[config.mk]
export PLATFORM = sky130hd
export DESIGN_NAME = tscw_queue
export DESIGN_NICKNAME = d
export VERILOG_FILES = /design/src/design/tscw_pkg.sv /design/src/design/tscw_queue.sv
export VERILOG_INCLUDE_DIRS = /design/src /design/src/design
export SDC_FILE = /design/constraint.sdc
export NUM_CORES = 1
export LEC_CHECK = 0
export ABC_CLOCK_PERIOD_IN_PS = 3590
export BUFFER_PORTS_ARGS = -buffer_cell sky130_fd_sc_hd__clkbuf_2
export CAP_MARGIN = 20
export CORE_AREA = 2 2 167 169
export DETAILED_ROUTE_END_ITERATION = 16
export DIE_AREA = 0 0 169 171
export SLEW_MARGIN = 20
export SYNTH_ARGS = -nofsm -noshare
export SYNTH_HDL_FRONTEND = slang
export SYNTH_SLANG_ARGS = --single-unit
[constraint.sdc]
create_clock -name clk -period 3.59 [get_ports clk]
set_clock_uncertainty 0.05 [all_clocks]
set_input_delay 0.5385 -clock clk [delete_from_list [all_inputs] [get_ports clk]]
set_output_delay 0.5385 -clock clk [all_outputs]
set_load 0.05 [all_outputs]
[src/design/assert_macros.svh]
// ------------------------------------------------------------------------
// assert_macros.svh
// Concurrent assertion helpers shared by the text screen writer RTL.
// ------------------------------------------------------------------------
`ifndef ASSERT_MACROS_SVH
`define ASSERT_MACROS_SVH

// ante implies cons in the same cycle
`define ASSERT_IMPL(label, clk, rst_n, ante, cons, msg) \
	label: assert property (@(posedge clk) disable iff (!rst_n) (ante) |-> (cons)) \
		else $error(msg);

// ante implies cons in the next cycle
`define ASSERT_NEXT(label, clk, rst_n, ante, cons, msg) \
	label: assert property (@(posedge clk) disable iff (!rst_n) (ante) |=> (cons)) \
		else $error(msg);

// cond never holds
`define ASSERT_NEVER(label, clk, rst_n, cond, msg) \
	label: assert property (@(posedge clk) disable iff (!rst_n) !(cond)) \
		else $error(msg);

`endif

[src/design/tscw_pkg.sv]
// ------------------------------------------------------------------------
// tscw_pkg
// Types and constants of the text screen character writer.
// ------------------------------------------------------------------------
`default_nettype none

package tscw_pkg;

	localparam int DEF_TERMINALS = 4;
	localparam int DEF_COLUMNS   = 80;
	localparam int DEF_ROWS      = 25;

	localparam int CELL_W     = 16;
	localparam int CURSOR_W   = 11;
	localparam int INDEX_W    = 11;
	localparam int CODE_W     = 9;
	localparam int ATTR_W     = 8;
	localparam int TERM_PORT_W = 2;

	// command fields sized for the largest screen and terminal count
	localparam int CMD_TERM_W = 4;
	localparam int CMD_POS_W  = 15;

	localparam int QUEUE_DEPTH = 4;

	localparam int TAB_STOP = 8;
	localparam int TAB_W    = 3;

	localparam logic [CODE_W-1:0] CH_BACKSPACE = 9'h100;
	localparam logic [CODE_W-1:0] CH_BS_ASCII  = 9'h008;
	localparam logic [CODE_W-1:0] CH_TAB       = 9'h009;
	localparam logic [CODE_W-1:0] CH_NEWLINE   = 9'h00A;
	localparam logic [CODE_W-1:0] CH_CR        = 9'h00D;
	localparam logic [CODE_W-1:0] CH_CTRL_LAST = 9'h01F;
	localparam logic [CODE_W-1:0] CH_SPACE     = 9'h020;
	localparam logic [CODE_W-1:0] CH_DELETE    = 9'h07F;
	localparam logic [CODE_W-1:0] CH_IGN_FIRST = 9'h0E2;
	localparam logic [CODE_W-1:0] CH_IGN_LAST  = 9'h0E5;

	localparam logic [7:0] CH_CARET    = 8'h5E;
	localparam logic [7:0] CTRL_OFFSET = 8'h40;

	typedef struct packed {
		logic                  wr0;
		logic                  wr1;
		logic                  rd;
		logic                  scroll;
		logic [CMD_TERM_W-1:0] term;
		logic [CMD_POS_W-1:0]  idx;
		logic [CMD_POS_W-1:0]  base;
		logic [CELL_W-1:0]     data0;
		logic [CELL_W-1:0]     data1;
		logic [CURSOR_W-1:0]   cursor;
	} cmd_t;

endpackage

`default_nettype wire

[src/design/tscw_queue.sv]
// ------------------------------------------------------------------------
// tscw_queue
// Short command queue between the front and back parts.
// ------------------------------------------------------------------------
`default_nettype none

`include "assert_macros.svh"

module tscw_queue (
	input  wire logic         clk,
	input  wire logic         arst_n,
	input  wire logic         push,
	input  wire tscw_pkg::cmd_t push_cmd,
	input  wire logic         pop,
	output tscw_pkg::cmd_t    head,
	output logic              empty,
	output logic              full
);
	import tscw_pkg::*;

	localparam int PTR_W = $clog2(QUEUE_DEPTH);

	cmd_t             entry_q [QUEUE_DEPTH];
	logic [PTR_W-1:0] wr_ptr_q;
	logic [PTR_W-1:0] rd_ptr_q;
	logic [PTR_W:0]   count_q;

	assign empty = (count_q == '0);
	assign full  = (count_q == (PTR_W+1)'(QUEUE_DEPTH));
	assign head  = entry_q[rd_ptr_q];

	always_ff @(posedge clk) begin
		if (push) begin
			entry_q[wr_ptr_q] <= push_cmd;
		end
	end

	always_ff @(posedge clk or negedge arst_n) begin
		if (!arst_n) begin
			wr_ptr_q <= '0;
			rd_ptr_q <= '0;
			count_q  <= '0;
		end else begin
			if (push) begin
				wr_ptr_q <= wr_ptr_q + 1'b1;
			end
			if (pop) begin
				rd_ptr_q <= rd_ptr_q + 1'b1;
			end
			if (push && !pop) begin
				count_q <= count_q + 1'b1;
			end else if (pop && !push) begin
				count_q <= count_q - 1'b1;
			end
		end
	end

	`ASSERT_NEVER(a_no_push_full, clk, arst_n, push && full && !pop, "queue overflow")
	`ASSERT_NEVER(a_no_pop_empty, clk, arst_n, pop && empty, "queue underflow")
	`ASSERT_NEXT(a_count_up, clk, arst_n, push && !pop, count_q == $past(count_q) + 1'b1,
		"queue count lost an item")

endmodule

`default_nettype wire

# Yosys cells after proc, flatten, opt, wreduce, memory -nomap -nowiden
# Memory sizes are Yosys's and may differ from the RTL's.
# Index checks and enable logic that the tools add are counted.
dict set report totals {
  register_bits 7
  mem_bits_rw 324
  input_bits 85
  out_inout_bits 83
  elab_cells 19
  mem_count 1
}
dict set report op_classes {
  addsub 4
  n_eq_ne 1
  n_mux 4
  n_reduce_logical 6
}
# name depth word_bits rd rd_clocked_by_memory_dff write_ports line
set mem_list {}
lappend mem_list {entry_q 4 81 1 0 1 tscw_queue.sv:23} ;# cmd_t entry_q [QUEUE_DEPTH];
# operator n
set op_table {}
lappend op_table {{3-bit 2-to-1 mux} 2}
lappend op_table {{2-bit by 1-bit adder with 2-bit output (second input constant)} 2}
lappend op_table {{3-bit by 1-bit adder with 3-bit output (second input constant)} 1}
lappend op_table {{3-bit == test (second input constant)} 1}
lappend op_table {{3-bit zero test} 1}
lappend op_table {{3-bit by 1-bit subtractor with 3-bit output (second input constant)} 1}
lappend op_table {{1-bit logical AND} 2}
lappend op_table {{1-bit zero test} 2}
lappend op_table {{1-bit 2-to-1 mux} 2}
lappend op_table {{2-bit nonzero test} 1}

# Longest topological paths before layout
dict set report depth {
  word_depth 4
  ltp_mapped 7
  depth_no_buf 7
}

# Worst setup path after synthesis
# OpenSTA, ideal clock, no wires.
dict set report synth_path {
  path_type {reg-to-reg}
  from {register wr_ptr_q[0]}
  to {memory entry_q[2][0] (netlist bit), enable pin}
  setup_ns 0.448
  arrival_ns 2.501
  t_required_ns 3.092
  slack_ns 0.591
  path_stages_with_launch 4
  path_buffers 0
  synth_period_minus_slack_ns 2.999
  path_cell_list {dfrtp_1 -> inv_1 -> ha_1 -> and2_1}
}
# item line
set synth_rtl {}
lappend synth_rtl {{start, declared} tscw_queue.sv:24} ;# logic [PTR_W-1:0] wr_ptr_q;
lappend synth_rtl {{start signal, assigned} tscw_queue.sv:45} ;# wr_ptr_q <= wr_ptr_q + 1'b1;
lappend synth_rtl {{end, declared} tscw_queue.sv:23}
# No word-level cell before the write port.

==> qor.yml <==
status: "finished, final reports clean"
r2r_end: "entry_q[2][6]$_DFFE_PP_"
antenna_found_initial: 1
fin_area_um2: 14400
ff2ff_setup_slack_ns: 1.40
die_y_um: 171
cts-buffers-inserted: 35
final_common_cell: "edfxtp_1"
wl_per_cell_um: 21.2
switchingPower_uw: 5230
grt_pass1_wl_um: 33000
firstDrtPassIters: 4
min_period_over_period_pct: 81.1
max-slew-margin-rel_pct: 43.7
fmax_mhz: 343
htreeDepth: 2
insertion_delay_ns: 0.49
yosysWarnings: 0
layout.area.seq_um2: 9910
clock-sinks: 331
dr.first_iter.drc_count: 304
path_max_fanout: 36
layout_common_cells: "edfxtp_1 (324), clkbuf_2 (167), mux4_2 (81), clkbuf_16 (37), clkinv_1 (11)"
final_util_pct: 52.9
synth_simple_gate_area_share_pct: 0.404
synth_compound_area_share_pct: 0.0414
period_needed_ns: 2.91
synthAdderAreaFrac_pct: 0.683
hpwlAfterDp_um: 12800
synth_area_um2: 12100
internal-power_uw: 8520
synth_xor_area_share_pct: 0.435
core_area_um2: 27300
combPwrFrac_pct: 37.3
startpoint_type: "flip-flop"
max_cap_violations: 0
syn_nets: 548
drt.antenna.violating_nets: 0
stdcell_count: 1025
syn_to_final_growth_pct: 19.5
grt_max_degree: 55
tightest_slew_ns: 0.845
drc: 0
crit_path_end_kind: "output pin"
endpoint: "head[36]"
avgViaCountPerCell: 5.26
ios: 168
rows: 61
overflow: 0
path_clk_slew_ns: 0.06
wl_um: 21700
crit_type: "reg2out"
grt_pass1_vias: 5913
n_antenna_cell: 0
cp.required_ns: 3.00
crit_path_start: "rd_ptr_q[1]$_DFFE_PN0P_"
power_frac_seq_pct: 38.7
finish.net_count: 744
synth_cells: 457
ff2ff_path_depth: 4
initial_utilization_pct: 44.2
vdd.ir_drop.worst_mv: 0.726
min_path_type: "in2reg"
post_dp_cell_area_um2: 13400
rsz0062_at_grt: "no"
cts_tree: "done"
fillers: 2148
dieArea_um2: 28900
place_congestion: 0.696
timing.final.max_slew_violations: 0
numPortBuffers: 167
root_buffer: "clkbuf_16"
ctsResizeCount: 0
track_usage_pct: 15.3
power-per-cell-area_nw_per_um2: 952
avgSynthCellArea_um2: 26.4
fp.dieW_um: 169
hold_violations: 0
p_total_uw: 13700
synth.ff_latch_count: 331
reg2reg_from: "wr_ptr_q[0]$_DFFE_PN0P_"
power.clock.fraction_pct: 24.0
placedCellCount: 961
setup_tns_ns: 0
clock_path_buffers: 3
switching_share_pct: 38.1
arrival_ns: 2.32
drive_above_1_share_pct: 46.4
netlist-cell-type-count: 18
synth_top_family_by_area: "multiplexers"
power.leakage_uw: 0.00498
synth-seq-area-share_pct: 81.9
setup_viol: 0
vias: 5394
multi_input_area_um2: 2030
muxShareOfSynthArea_pct: 15.2
stage by stage:
stage               hold slack (ns)  setup WS [ns]
finish                        0.207          0.678
global route                  0.189          0.574
CTS                           0.177          0.614
detailed placement            0.336           1.15
global placement              0.329           1.15
floorplan                     0.193          0.591
layer usage:
layer / track usage (%) / vias to the layer above / share of wire [%]
met5: 0 / - / 0.051
met3: 4.72 / 30 / 6.8
met2: 26.0 / 142 / 51
met4: 4.31 / 2 / 1.4
li1: - / 2367 / -
met1: 19.1 / 2853 / 40
power groups by stage:
stage | Clock [uW] | Combinational, uW | Sequential, uW
global route | 3540 | 5420 | 5380
finish | 3300 | 5130 | 5320
global placement | 0 | 5210 | 5360
floorplan | 0 | 4180 | 5290
CTS | 3400 | 5250 | 5330
detailed placement | 0 | 5240 | 5410
area by class of cell:
class / instances / area share, %
inverter: 4 / 0.104
multi-input combinational: 104 / 14.1
clock buffer: 38 / 6.44
timing repair buffer: 177 / 6.76
tap: 346 / 3.00
clock inverter: 25 / 1.00
sequential: 331 / 68.6
critical path: stages (launching register included):
cell      delay [ns]
dfrtp_4         0.79
buf_4           0.39
mux4_2          0.36
clkbuf_2        0.25
Yosys cell counts:
cell type | instances | area, um2
and2_1 | 4 | 25.0
buf_2 | 9 | 45.0
buf_4 | 1 | 7.51
buf_6 | 8 | 90.1
dfrtp_1 | 7 | 175
edfxtp_1 | 324 | 9730
fa_1 | 1 | 20.0
ha_1 | 5 | 62.6
inv_1 | 4 | 15.0
mux2_2 | 1 | 11.3
mux4_2 | 81 | 1820
nand2_1 | 2 | 7.51
nor2_1 | 1 | 3.75
nor3_1 | 1 | 5.00
nor3b_1 | 1 | 7.51
o21ai_0 | 1 | 5.00
xnor2_1 | 2 | 17.5
xor2_1 | 4 | 35.0
registers in the layout, summed over array words and instances, names as in the netlist:
name	flops
count_q	3
entry_q	324
wr_ptr_q	2
rd_ptr_q	2
cells by family after synthesis:
group	after synthesis
XOR/XNOR	6
multiplexers	82
AO/OA/AOI/OAI	1
AND/OR/NAND/NOR	9
adder cells (fa/ha/maj)	6
buffers and inverters	22
flip-flops	331
worst min path at each step:
stage	start	to	slack, ns	depth (start not counted)
floorplan	arst_n	count_q[0]$_DFFE_PN0P_	0.19	0
global placement	arst_n	count_q[1]$_DFFE_PN0P_	0.33	1
detailed placement	arst_n	count_q[0]$_DFFE_PN0P_	0.34	1
CTS	push_cmd[66]	entry_q[3][66]$_DFFE_PP_	0.18	1
global route	push_cmd[46]	entry_q[3][46]$_DFFE_PP_	0.19	1
finish	push_cmd[53]	entry_q[0][53]$_DFFE_PP_	0.21	1
repair_timing:
item / CTS / global route
hold buffers: 1 / 0
buffers inserted: 0 / 0
hold endpoints to repair: 7 / 0
(Power assumes the default switching activity.)
