File: config.mk
export PLATFORM = sky130hd
export DESIGN_NAME = tscw_back
export DESIGN_NICKNAME = d
export VERILOG_FILES = /design/src/design/tscw_pkg.sv /design/src/design/tscw_back.sv
export VERILOG_INCLUDE_DIRS = /design/src /design/src/design
export SDC_FILE = /design/constraint.sdc
export NUM_CORES = 1
export LEC_CHECK = 0
export BUFFER_PORTS_ARGS = -buffer_cell sky130_fd_sc_hd__buf_4
export CORE_UTILIZATION = 59
export CTS_BUF_LIST = sky130_fd_sc_hd__clkbuf_8
export DETAILED_ROUTE_END_ITERATION = 10
export PLACE_DENSITY = 0.88
export REMOVE_ABC_BUFFERS = 1
export SYNTH_ARGS = -nofsm -noshare
export SYNTH_HDL_FRONTEND = slang
export SYNTH_SLANG_ARGS = --single-unit
File: constraint.sdc
create_clock -name clk -period 17.3 [get_ports clk]
set_input_delay 1.73 -clock clk [delete_from_list [all_inputs] [get_ports clk]]
set_output_delay 1.73 -clock clk [all_outputs]
set_load 0.02 [all_outputs]
File: src/design/assert_macros.svh
// ------------------------------------------------------------------------
// assert_macros.svh
// Concurrent assertion helpers shared by the text screen writer RTL.
// ------------------------------------------------------------------------
`ifndef ASSERT_MACROS_SVH
`define ASSERT_MACROS_SVH

// ante implies cons in the same cycle
`define ASSERT_IMPL(label, clk, rst_n, ante, cons, msg) \
	label: assert property (@(posedge clk) disable iff (!rst_n) (ante) |-> (cons)) \
		else $error(msg);

// ante implies cons in the next cycle
`define ASSERT_NEXT(label, clk, rst_n, ante, cons, msg) \
	label: assert property (@(posedge clk) disable iff (!rst_n) (ante) |=> (cons)) \
		else $error(msg);

// cond never holds
`define ASSERT_NEVER(label, clk, rst_n, cond, msg) \
	label: assert property (@(posedge clk) disable iff (!rst_n) !(cond)) \
		else $error(msg);

`endif

File: src/design/tscw_pkg.sv
// ------------------------------------------------------------------------
// tscw_pkg
// Types and constants of the text screen character writer.
// ------------------------------------------------------------------------
`default_nettype none

package tscw_pkg;

	localparam int DEF_TERMINALS = 4;
	localparam int DEF_COLUMNS   = 80;
	localparam int DEF_ROWS      = 25;

	localparam int CELL_W     = 16;
	localparam int CURSOR_W   = 11;
	localparam int INDEX_W    = 11;
	localparam int CODE_W     = 9;
	localparam int ATTR_W     = 8;
	localparam int TERM_PORT_W = 2;

	// command fields sized for the largest screen and terminal count
	localparam int CMD_TERM_W = 4;
	localparam int CMD_POS_W  = 15;

	localparam int QUEUE_DEPTH = 4;

	localparam int TAB_STOP = 8;
	localparam int TAB_W    = 3;

	localparam logic [CODE_W-1:0] CH_BACKSPACE = 9'h100;
	localparam logic [CODE_W-1:0] CH_BS_ASCII  = 9'h008;
	localparam logic [CODE_W-1:0] CH_TAB       = 9'h009;
	localparam logic [CODE_W-1:0] CH_NEWLINE   = 9'h00A;
	localparam logic [CODE_W-1:0] CH_CR        = 9'h00D;
	localparam logic [CODE_W-1:0] CH_CTRL_LAST = 9'h01F;
	localparam logic [CODE_W-1:0] CH_SPACE     = 9'h020;
	localparam logic [CODE_W-1:0] CH_DELETE    = 9'h07F;
	localparam logic [CODE_W-1:0] CH_IGN_FIRST = 9'h0E2;
	localparam logic [CODE_W-1:0] CH_IGN_LAST  = 9'h0E5;

	localparam logic [7:0] CH_CARET    = 8'h5E;
	localparam logic [7:0] CTRL_OFFSET = 8'h40;

	typedef struct packed {
		logic                  wr0;
		logic                  wr1;
		logic                  rd;
		logic                  scroll;
		logic [CMD_TERM_W-1:0] term;
		logic [CMD_POS_W-1:0]  idx;
		logic [CMD_POS_W-1:0]  base;
		logic [CELL_W-1:0]     data0;
		logic [CELL_W-1:0]     data1;
		logic [CURSOR_W-1:0]   cursor;
	} cmd_t;

endpackage

`default_nettype wire

File: src/design/tscw_back.sv
// ------------------------------------------------------------------------
// tscw_back
// Executes queued commands on the cell memory: clear after reset, cell
// writes, row clear on scroll, cell reads, and issues the result.
// ------------------------------------------------------------------------
`default_nettype none

`include "assert_macros.svh"

module tscw_back #(
	parameter int TERMINALS = 4,
	parameter int COLUMNS   = 80,
	parameter int ROWS      = 25,
	localparam int DEPTH    = TERMINALS * ROWS * COLUMNS,
	localparam int ADDR_W   = (DEPTH > 1) ? $clog2(DEPTH) : 1
) (
	input  wire logic                           clk,
	input  wire logic                           arst_n,
	input  wire tscw_pkg::cmd_t                 head,
	input  wire logic                           empty,
	output logic                                pop,
	output logic                                clearing,
	output logic                                mem_we,
	output logic [ADDR_W-1:0]                   mem_waddr,
	output logic [tscw_pkg::CELL_W-1:0]         mem_wdata,
	output logic [ADDR_W-1:0]                   mem_raddr,
	input  wire logic [tscw_pkg::CELL_W-1:0]    mem_rdata,
	output logic                                done,
	output logic [tscw_pkg::CELL_W-1:0]         cell_value,
	output logic [tscw_pkg::CURSOR_W-1:0]       cursor,
	output logic                                scrolled
);
	import tscw_pkg::*;

	localparam int CELLS  = ROWS * COLUMNS;
	localparam int POS_W  = $clog2(CELLS + TAB_STOP);
	localparam int COL_W  = $clog2(COLUMNS);
	localparam int TERM_W = (TERMINALS > 1) ? $clog2(TERMINALS) : 1;

	typedef enum logic [2:0] {
		ST_CLEAR,
		ST_IDLE,
		ST_WR1,
		ST_RD,
		ST_ROWCLR
	} state_t;

	state_t            state_q;
	logic [ADDR_W-1:0] clr_q;
	logic [COL_W-1:0]  cnt_q;
	cmd_t              cur_q;
	logic              done_q;
	logic [CELL_W-1:0] cell_value_q;
	logic [CURSOR_W-1:0] cursor_q;
	logic              scrolled_q;

	logic [TERM_W-1:0] sel_term;
	logic [POS_W-1:0]  sel_idx;
	logic [POS_W-1:0]  sel_base;
	logic [POS_W:0]    sum;
	logic [POS_W:0]    wrapped;
	logic [ADDR_W-1:0] phys;

	assign clearing   = (state_q == ST_CLEAR);
	assign done       = done_q;
	assign cell_value = cell_value_q;
	assign cursor     = cursor_q;
	assign scrolled   = scrolled_q;

	always_comb begin
		pop       = 1'b0;
		mem_we    = 1'b0;
		mem_wdata = '0;
		sel_term  = TERM_W'(cur_q.term);
		sel_idx   = POS_W'(cur_q.idx);
		sel_base  = POS_W'(cur_q.base);
		unique case (state_q)
			ST_CLEAR: begin
				mem_we = 1'b1;
			end
			ST_IDLE: begin
				sel_term  = TERM_W'(head.term);
				sel_idx   = POS_W'(head.idx);
				sel_base  = POS_W'(head.base);
				pop       = !empty;
				mem_we    = !empty && head.wr0;
				mem_wdata = head.data0;
			end
			ST_WR1: begin
				sel_idx   = POS_W'(cur_q.idx) + 1'b1;
				mem_we    = 1'b1;
				mem_wdata = cur_q.data1;
			end
			ST_RD: begin
			end
			ST_ROWCLR: begin
				sel_idx = POS_W'(cnt_q);
				mem_we  = 1'b1;
			end
			default: begin
			end
		endcase
	end

	// row base rotation: logical cell plus base, modulo screen size
	assign sum       = {1'b0, sel_idx} + {1'b0, sel_base};
	assign wrapped   = (sum >= (POS_W+1)'(CELLS)) ? sum - (POS_W+1)'(CELLS) : sum;
	assign phys      = ADDR_W'(32'(sel_term) * CELLS) + ADDR_W'(wrapped);
	assign mem_waddr = (state_q == ST_CLEAR) ? clr_q : phys;
	assign mem_raddr = phys;

	always_ff @(posedge clk or negedge arst_n) begin
		if (!arst_n) begin
			state_q      <= ST_CLEAR;
			clr_q        <= '0;
			cnt_q        <= '0;
			cur_q        <= '0;
			done_q       <= 1'b0;
			cell_value_q <= '0;
			cursor_q     <= '0;
			scrolled_q   <= 1'b0;
		end else begin
			done_q <= 1'b0;
			unique case (state_q)
				ST_CLEAR: begin
					clr_q <= clr_q + 1'b1;
					if (clr_q == ADDR_W'(DEPTH - 1)) begin
						state_q <= ST_IDLE;
					end
				end
				ST_IDLE: begin
					if (!empty) begin
						cur_q <= head;
						cnt_q <= '0;
						priority if (head.wr1) begin
							state_q <= ST_WR1;
						end else if (head.scroll) begin
							state_q <= ST_ROWCLR;
						end else if (head.rd) begin
							state_q <= ST_RD;
						end else begin
							done_q       <= 1'b1;
							cell_value_q <= '0;
							cursor_q     <= head.cursor;
							scrolled_q   <= 1'b0;
						end
					end
				end
				ST_WR1: begin
					if (cur_q.scroll) begin
						state_q <= ST_ROWCLR;
					end else begin
						state_q      <= ST_IDLE;
						done_q       <= 1'b1;
						cell_value_q <= '0;
						cursor_q     <= cur_q.cursor;
						scrolled_q   <= 1'b0;
					end
				end
				ST_RD: begin
					state_q      <= ST_IDLE;
					done_q       <= 1'b1;
					cell_value_q <= mem_rdata;
					cursor_q     <= cur_q.cursor;
					scrolled_q   <= 1'b0;
				end
				ST_ROWCLR: begin
					cnt_q <= cnt_q + 1'b1;
					if (cnt_q == COL_W'(COLUMNS - 1)) begin
						state_q      <= ST_IDLE;
						done_q       <= 1'b1;
						cell_value_q <= '0;
						cursor_q     <= cur_q.cursor;
						scrolled_q   <= 1'b1;
					end
				end
				default: begin
					state_q <= ST_IDLE;
				end
			endcase
		end
	end

	`ASSERT_IMPL(a_rd_after_pop, clk, arst_n, state_q == ST_RD, $past(pop),
		"read wait without a popped command")
	`ASSERT_IMPL(a_waddr_in_range, clk, arst_n, mem_we, 32'(mem_waddr) < DEPTH,
		"cell write beyond memory")
	`ASSERT_NEVER(a_pop_only_idle, clk, arst_n, pop && state_q != ST_IDLE,
		"command popped while busy")

endmodule

`default_nettype wire
* Word level (Yosys, flattened, before mapping) *
Cells that the tools add are included.

word-level totals
  output and inout port bits = 74
  bits of input ports = 100
  bits in registers = 104
  word-level logic and storage cells = 92

cells by class
  $lt $le $gt $ge = 1
  bitwise operators = 1
  $add $sub $neg = 6
  muxes and demuxes = 46
  reductions and logical operators = 10
  equality and inequality tests = 14
  multiply operators = 1

operators by type and width
  cell                                                                                   count
  16-bit two-way mux                                                                     6
  11-bit two-way mux                                                                     7
  16-bit case mux with 4 select lines                                                    1
  11-bit case mux with 4 select lines                                                    1
  11-bit case mux with 3 select lines                                                    1
  16-bit case mux with 2 select lines                                                    1
  3-bit two-way mux                                                                      7
  7-bit case mux with 2 select lines                                                     1
  13-bit by 1-bit adder with 13-bit output, second input constant                        1
  13-bit by 12-bit adder with 13-bit output                                              1
  13-bit == test, second input constant                                                  1
  1-bit two-way mux                                                                      13
  13-bit two-way mux                                                                     1
  11-bit by 11-bit adder with 12-bit output                                              1
  12-bit by 11-bit greater-or-equal comparator with 1-bit output, second input constant  1
  12-bit two-way mux                                                                     1
  2-bit != test, second input constant                                                   6
  3-bit case mux with 4 select lines                                                     1
  12-bit by 11-bit subtractor with 12-bit output, second input constant                  1
  11-bit by 1-bit adder with 11-bit output, second input constant                        1
  2-bit by 7-bit multiplier with 9-bit output, second input constant                     1
  1-bit case mux with 4 select lines                                                     2
  7-bit by 1-bit adder with 7-bit output, second input constant                          1
  7-bit == test, second input constant                                                   1
  18 further kinds                                                                       20

* Depth between registers and ports, before layout *
  depth in word-level cells = 7
  mapped depth = 31

* Least setup slack after synthesis *
No wires, ideal clock.

  path type = input to output
  start = input port head[59] in the netlist's numbering
  end = output port mem_waddr[12]
  data required time = 15570 ps
  path buffers = 0
  stages = 21
  setup slack = 9188 ps
  arrival = 6382 ps
  cells stage by stage = a22oi_1 -> o21ai_0 -> ha_1 -> a211oi_1 -> o21ai_2 -> xnor2_1 -> ha_1 -> nand2_1 -> o31ai_1 -> nand4_2 -> o21ai_2 -> xnor2_1 -> ha_1 -> fa_1 -> a21o_1 -> a21oi_1 -> nor2b_1 -> o21a_1 -> o41a_1 -> xor2_1 -> mux2_2

on the way
  cells in the longest elaborated chain, start to end = 6
  elaborated cells between the ends (all ways) = 7
  those cells by class = add/sub (3); order compare (1); mux (3)

RTL lines
  item                                                                                                                                     line              text
  start, declared                                                                                                                          tscw_back.sv:19   input wire tscw_pkg::cmd_t head,
  11-bit case mux with 3 select lines *                                                                                                    tscw_back.sv:77   unique case (state_q)
  11-bit by 11-bit adder with 12-bit output *                                                                                              tscw_back.sv:106  assign sum = {1'b0, sel_idx} + {1'b0, sel_base};
  12-bit by 11-bit subtractor with 12-bit output / 12-bit by 11-bit greater-or-equal comparator with 1-bit output (equally long branches)  tscw_back.sv:107  assign wrapped = (sum >= (POS_W+1)'(CELLS)) ? sum - (POS_W+1)'(CELLS) : sum;
  12-bit two-way mux *                                                                                                                     tscw_back.sv:107
  13-bit by 12-bit adder with 13-bit output *                                                                                              tscw_back.sv:108  assign phys = ADDR_W'(32'(sel_term) * CELLS) + ADDR_W'(wrapped);
  via mem_raddr[12]                                                                                                                        tscw_back.sv:26   output logic [ADDR_W-1:0] mem_raddr,
  13-bit two-way mux *                                                                                                                     tscw_back.sv:109  assign mem_waddr = (state_q == ST_CLEAR) ? clr_q : phys;
  end, declared                                                                                                                            tscw_back.sv:24   output logic [ADDR_W-1:0] mem_waddr,

The timed path passes the listed nets; every way through them passes the cells marked *.

* Final worst setup path *
  start = register state_q[0]
  end = output port mem_waddr[12]

on the way
  cells in the longest elaborated chain, start to end = 7
  elaborated cells between the ends (all ways) = 14
  those cells by class = add/sub (3); mul (1); order compare (1); eq/ne (3); mux (5); reduce/logical (1)

RTL lines
  item                                                                                                                                     line              text
  start, declared                                                                                                                          tscw_back.sv:48   state_t state_q;
  start signal, assigned                                                                                                                   tscw_back.sv:114  state_q <= ST_CLEAR;
  start signal, assigned                                                                                                                   tscw_back.sv:128  state_q <= ST_IDLE;
  start signal, assigned                                                                                                                   tscw_back.sv:136  state_q <= ST_WR1;
  3-bit == test, or another cell as far along                                                                                              tscw_back.sv:77
  11-bit case mux with 3 select lines / 11-bit two-way mux (equally long branches)                                                         tscw_back.sv:77
  11-bit by 11-bit adder with 12-bit output                                                                                                tscw_back.sv:106
  12-bit by 11-bit subtractor with 12-bit output / 12-bit by 11-bit greater-or-equal comparator with 1-bit output (equally long branches)  tscw_back.sv:107
  12-bit two-way mux                                                                                                                       tscw_back.sv:107
  13-bit by 12-bit adder with 13-bit output                                                                                                tscw_back.sv:108
  13-bit two-way mux *                                                                                                                     tscw_back.sv:109

Mark *: on every way between the ends. The rest lies on a longest branch, timed or not.

==> flow_summary.rst <==
.. list-table::
   :header-rows: 1

   * - Metric
     - Value
   * - Worst Hold Class
     - flop to flop
   * - FF+latch area
     - 2600 um2
   * - Footprint of the multi-input gates
     - 3660 um2
   * - Area share of the leading cell type in the synthesized netlist
     - 40.2%
   * - Fraction of final layout cells sized beyond drive strength 1
     - about 32%
   * - Clock tree buffer depth
     - 2
   * - Measured slew at the worst slew-check pin
     - between 1 and 1.5 ns
   * - Global-route total usage across every layer
     - 32.1%
   * - Weighted congestion reported at the end of routability-driven placement
     - 0.896
   * - Top cells by area in the synthesized netlist
     - dfrtp_1 40%, mux2_2 9.4%, nand2_1 5.9%
   * - Worst setup EP type
     - output port
   * - Shortest clock period the worst path allows after layout
     - 9.63 ns
   * - Average via count per standard cell
     - 6.16
   * - Final nets
     - 945
   * - Global-route wire length before repair
     - 28.8 mm
   * - Netlist Area Pre-Place
     - 6480 um2
   * - # Post-CTS Setup Buffers
     - 0
   * - Overall die height
     - 107 um
   * - Clk sink count
     - 104
   * - Highest net fanout along the worst path
     - 22
   * - Layout fillers
     - 709
   * - Mean instance size in the synthesized netlist
     - 9.69 um2
   * - Layout Skew
     - 0.00801 ns
   * - Number of instances resized during post-cts repair
     - 0
   * - Worst rel slew slack
     - 32.8%
   * - Antenna diode count
     - 0
   * - Share of synthesized flip-flops with an asynchronous set or reset
     - 100%
   * - Most instantiated flip-flop cell in the synthesis netlist
     - dfrtp_1
   * - Ports
     - 174
   * - RSZ-0062 raised after global routing
     - false
   * - Final setup violation count
     - 0
   * - Type of the worst setup path
     - flop to output port
   * - Leading area contributor after synthesis
     - dfrtp_1
   * - Die width
     - 107 um
   * - Vias in the first global route
     - 6,033
   * - Synth Register Bits
     - 104
   * - Pin count of the biggest net entering global routing
     - 79
   * - Result of the run
     - finished clean
   * - CTS tree
     - done
   * - Maximum achievable frequency
     - 0.104 GHz
   * - Count of input and output buffers
     - 163
   * - DRT Wirelength
     - 17.7 mm
   * - Max Transition Viols Final
     - 0
   * - Core Footprint
     - 10,500 um2
   * - Number of DRC violations after detailed-routing iteration 0
     - 577
   * - Sequential fraction of the synthesis area
     - 40.2%
   * - Number of antenna violations at the first check in global routing
     - 0
   * - Hold bufs inserted after CTS
     - 0
   * - Final worst path period share
     - between 50% and 60%
   * - Data arrival at the endpoint of the critical path
     - about 7.9 ns
   * - DRC viols
     - 0
   * - Die Outline Area
     - 11,400 um2
   * - WHS
     - 0.497 ns
   * - Row Count
     - 37
   * - Count of flip-flops with a built-in enable after synthesis
     - 0
   * - Clock Root Buffer
     - clkbuf_8
   * - Effective utilization at floorplan
     - 61.9%
   * - Aggregate negative setup slack
     - 0 ns
   * - Worst-Skew Late Latency
     - 0.39 ns
   * - Worst Path Required
     - 15.57 ns
   * - Startpoint type of the worst setup path
     - flop
   * - Total grt overflow
     - 0
   * - Final hold violation count
     - 0
   * - Most frequently used cell type in the post-synthesis netlist
     - dfrtp_1
   * - Number of detailed-route iterations in the first pass
     - 6
   * - List of most frequent post-synthesis cells
     - 104 x dfrtp_1, 101 x nand2_1, 54 x mux2_2
   * - HPWL Detailed
     - 13.0 mm
   * - Total number of vias
     - 5,898
   * - Post-synthesis to final-layout area growth
     - 24.1%
   * - Antenna viol nets, final
     - 0
   * - H-tree lvl count
     - 3
   * - Post-synthesis cell type count
     - 78
   * - Clock slew at the register clock pins of the worst setup and hold paths
     - 0.11 ns
   * - Mean routed wirelength per cell
     - 18.4 um
   * - Number of clock buffers inserted by TritonCTS
     - 9
   * - Max-cap check violation count
     - 0
   * - Count of mapped cells out of synthesis
     - 668
   * - Yosys warnings
     - 0
## stage by stage
| step | worst slack [ns] | instance area, um2 | cells | utilization (%) |
|---|---|---|---|---|
| floorplan | 8.88 | 6340 | 636 | - |
| global placement | 8.61 | 7790 | 941 | 74.5 |
| detailed placement | 8.26 | 7790 | 941 | 74.5 |
| CTS | 7.81 | 8030 | 957 | 76.8 |
| global route | 7.23 | 8030 | 957 | 76.8 |
| finish | 7.67 | 8030 | 957 | 76.8 |
## cells in the final DEF (no fill, tap or decap), types with 3 or more instances in the layout
master    count
mux2_2       54
a21o_1        8
ha_1         27
a22oi_1       3
buf_4       169
a21oi_1      20
nand3_1      11
xor2_1        7
mux2i_1      17
a211oi_1      6
a221o_1       3
dfrtp_1     104
xnor2_1      19
inv_1        22
nand4_1      10
or2_2         4
nand2_1     101
o22ai_1       7
o21ai_1       4
o21ai_0      43
o21a_1        5
nor3_1       10
and3_1        7
o221ai_1      3
clkbuf_8     10
o211ai_1      4
o31ai_1       3
a22o_1       34
a31oi_1       7
nor2_1       30
nor2b_1       6
## registers in the layout, summed over array words and instances (netlist names)
| register | cells |
|---|---|
| state_q | 3 |
| done | 1 |
| scrolled | 1 |
| cnt_q | 7 |
| cursor | 11 |
| cell_value | 16 |
| clr_q | 13 |
| cur_q | 52 |
## worst max-delay path: stages (launching register included)
cell	delay (ns)
dfrtp_1	0.79
clkinv_1	0.43
nand2_1	0.62
and2_1	0.33
a31oi_1	0.12
a221o_1	0.32
ha_1	0.39
a21oi_1	0.27
o21ai_2	0.15
xnor2_1	0.47
ha_1	0.24
nand2_1	0.05
o31ai_1	0.39
nand4_2	0.20
o21ai_2	0.24
xnor2_1	0.13
ha_1	0.24
fa_1	0.41
a21o_1	0.19
a21oi_1	0.24
nor2b_1	0.08
o21a_1	0.19
o41a_1	0.36
xor2_1	0.19
mux2_2	0.29
buf_4	0.16
## worst paths after layout
kind / start / end / slack (ns) / cells after the start
worst max-delay path: state_q[0] / mem_waddr[12] / 7.67 / 25
worst min-delay path: scrolled / scrolled / 0.50 / 1
worst max register to register: state_q[2] / cursor[2] / 14.08 / 8
worst min register to register: scrolled / scrolled / 0.50 / 1
max in group asynchronous: arst_n / clr_q[10] / 14.77 / 2
min in group asynchronous: arst_n / cur_q[10] / 1.23 / 1
## cell type report
class	instances	share of cell area, %
Clock buffer	10	1.71
Timing Repair Buffer	169	15.8
Sequential cell	104	32.4
Tap cell	136	2.12
Clock inverter	6	1.26
Inverter	24	1.12
Multi-Input combinational cell	508	45.6
## kinds of logic after synthesis
group                    count (synthesis)  synth area share (%)
AND/OR/NAND/NOR                        204                  14.9
AO/OA/AOI/OAI                          177                  19.9
flip-flops                             104                  40.2
multiplexers                            72                  12.2
buffers and inverters                   56                  3.48
adder cells (fa/ha/maj)                 29                  5.83
XOR/XNOR                                26                  3.52
## routing by layer
layer | track usage [%] | vias up | routed length (um)
met1 | 37.6 | 2880 | 6650
met5 | 0 | - | 0
met2 | 57.5 | 244 | 9270
met3 | 7.36 | 40 | 1340
li1 | - | 2734 | -
met4 | 11.0 | 0 | 393
Power is not shown: default switching activity piles up to over one toggle a cycle in this logic, so the estimate is an artifact.
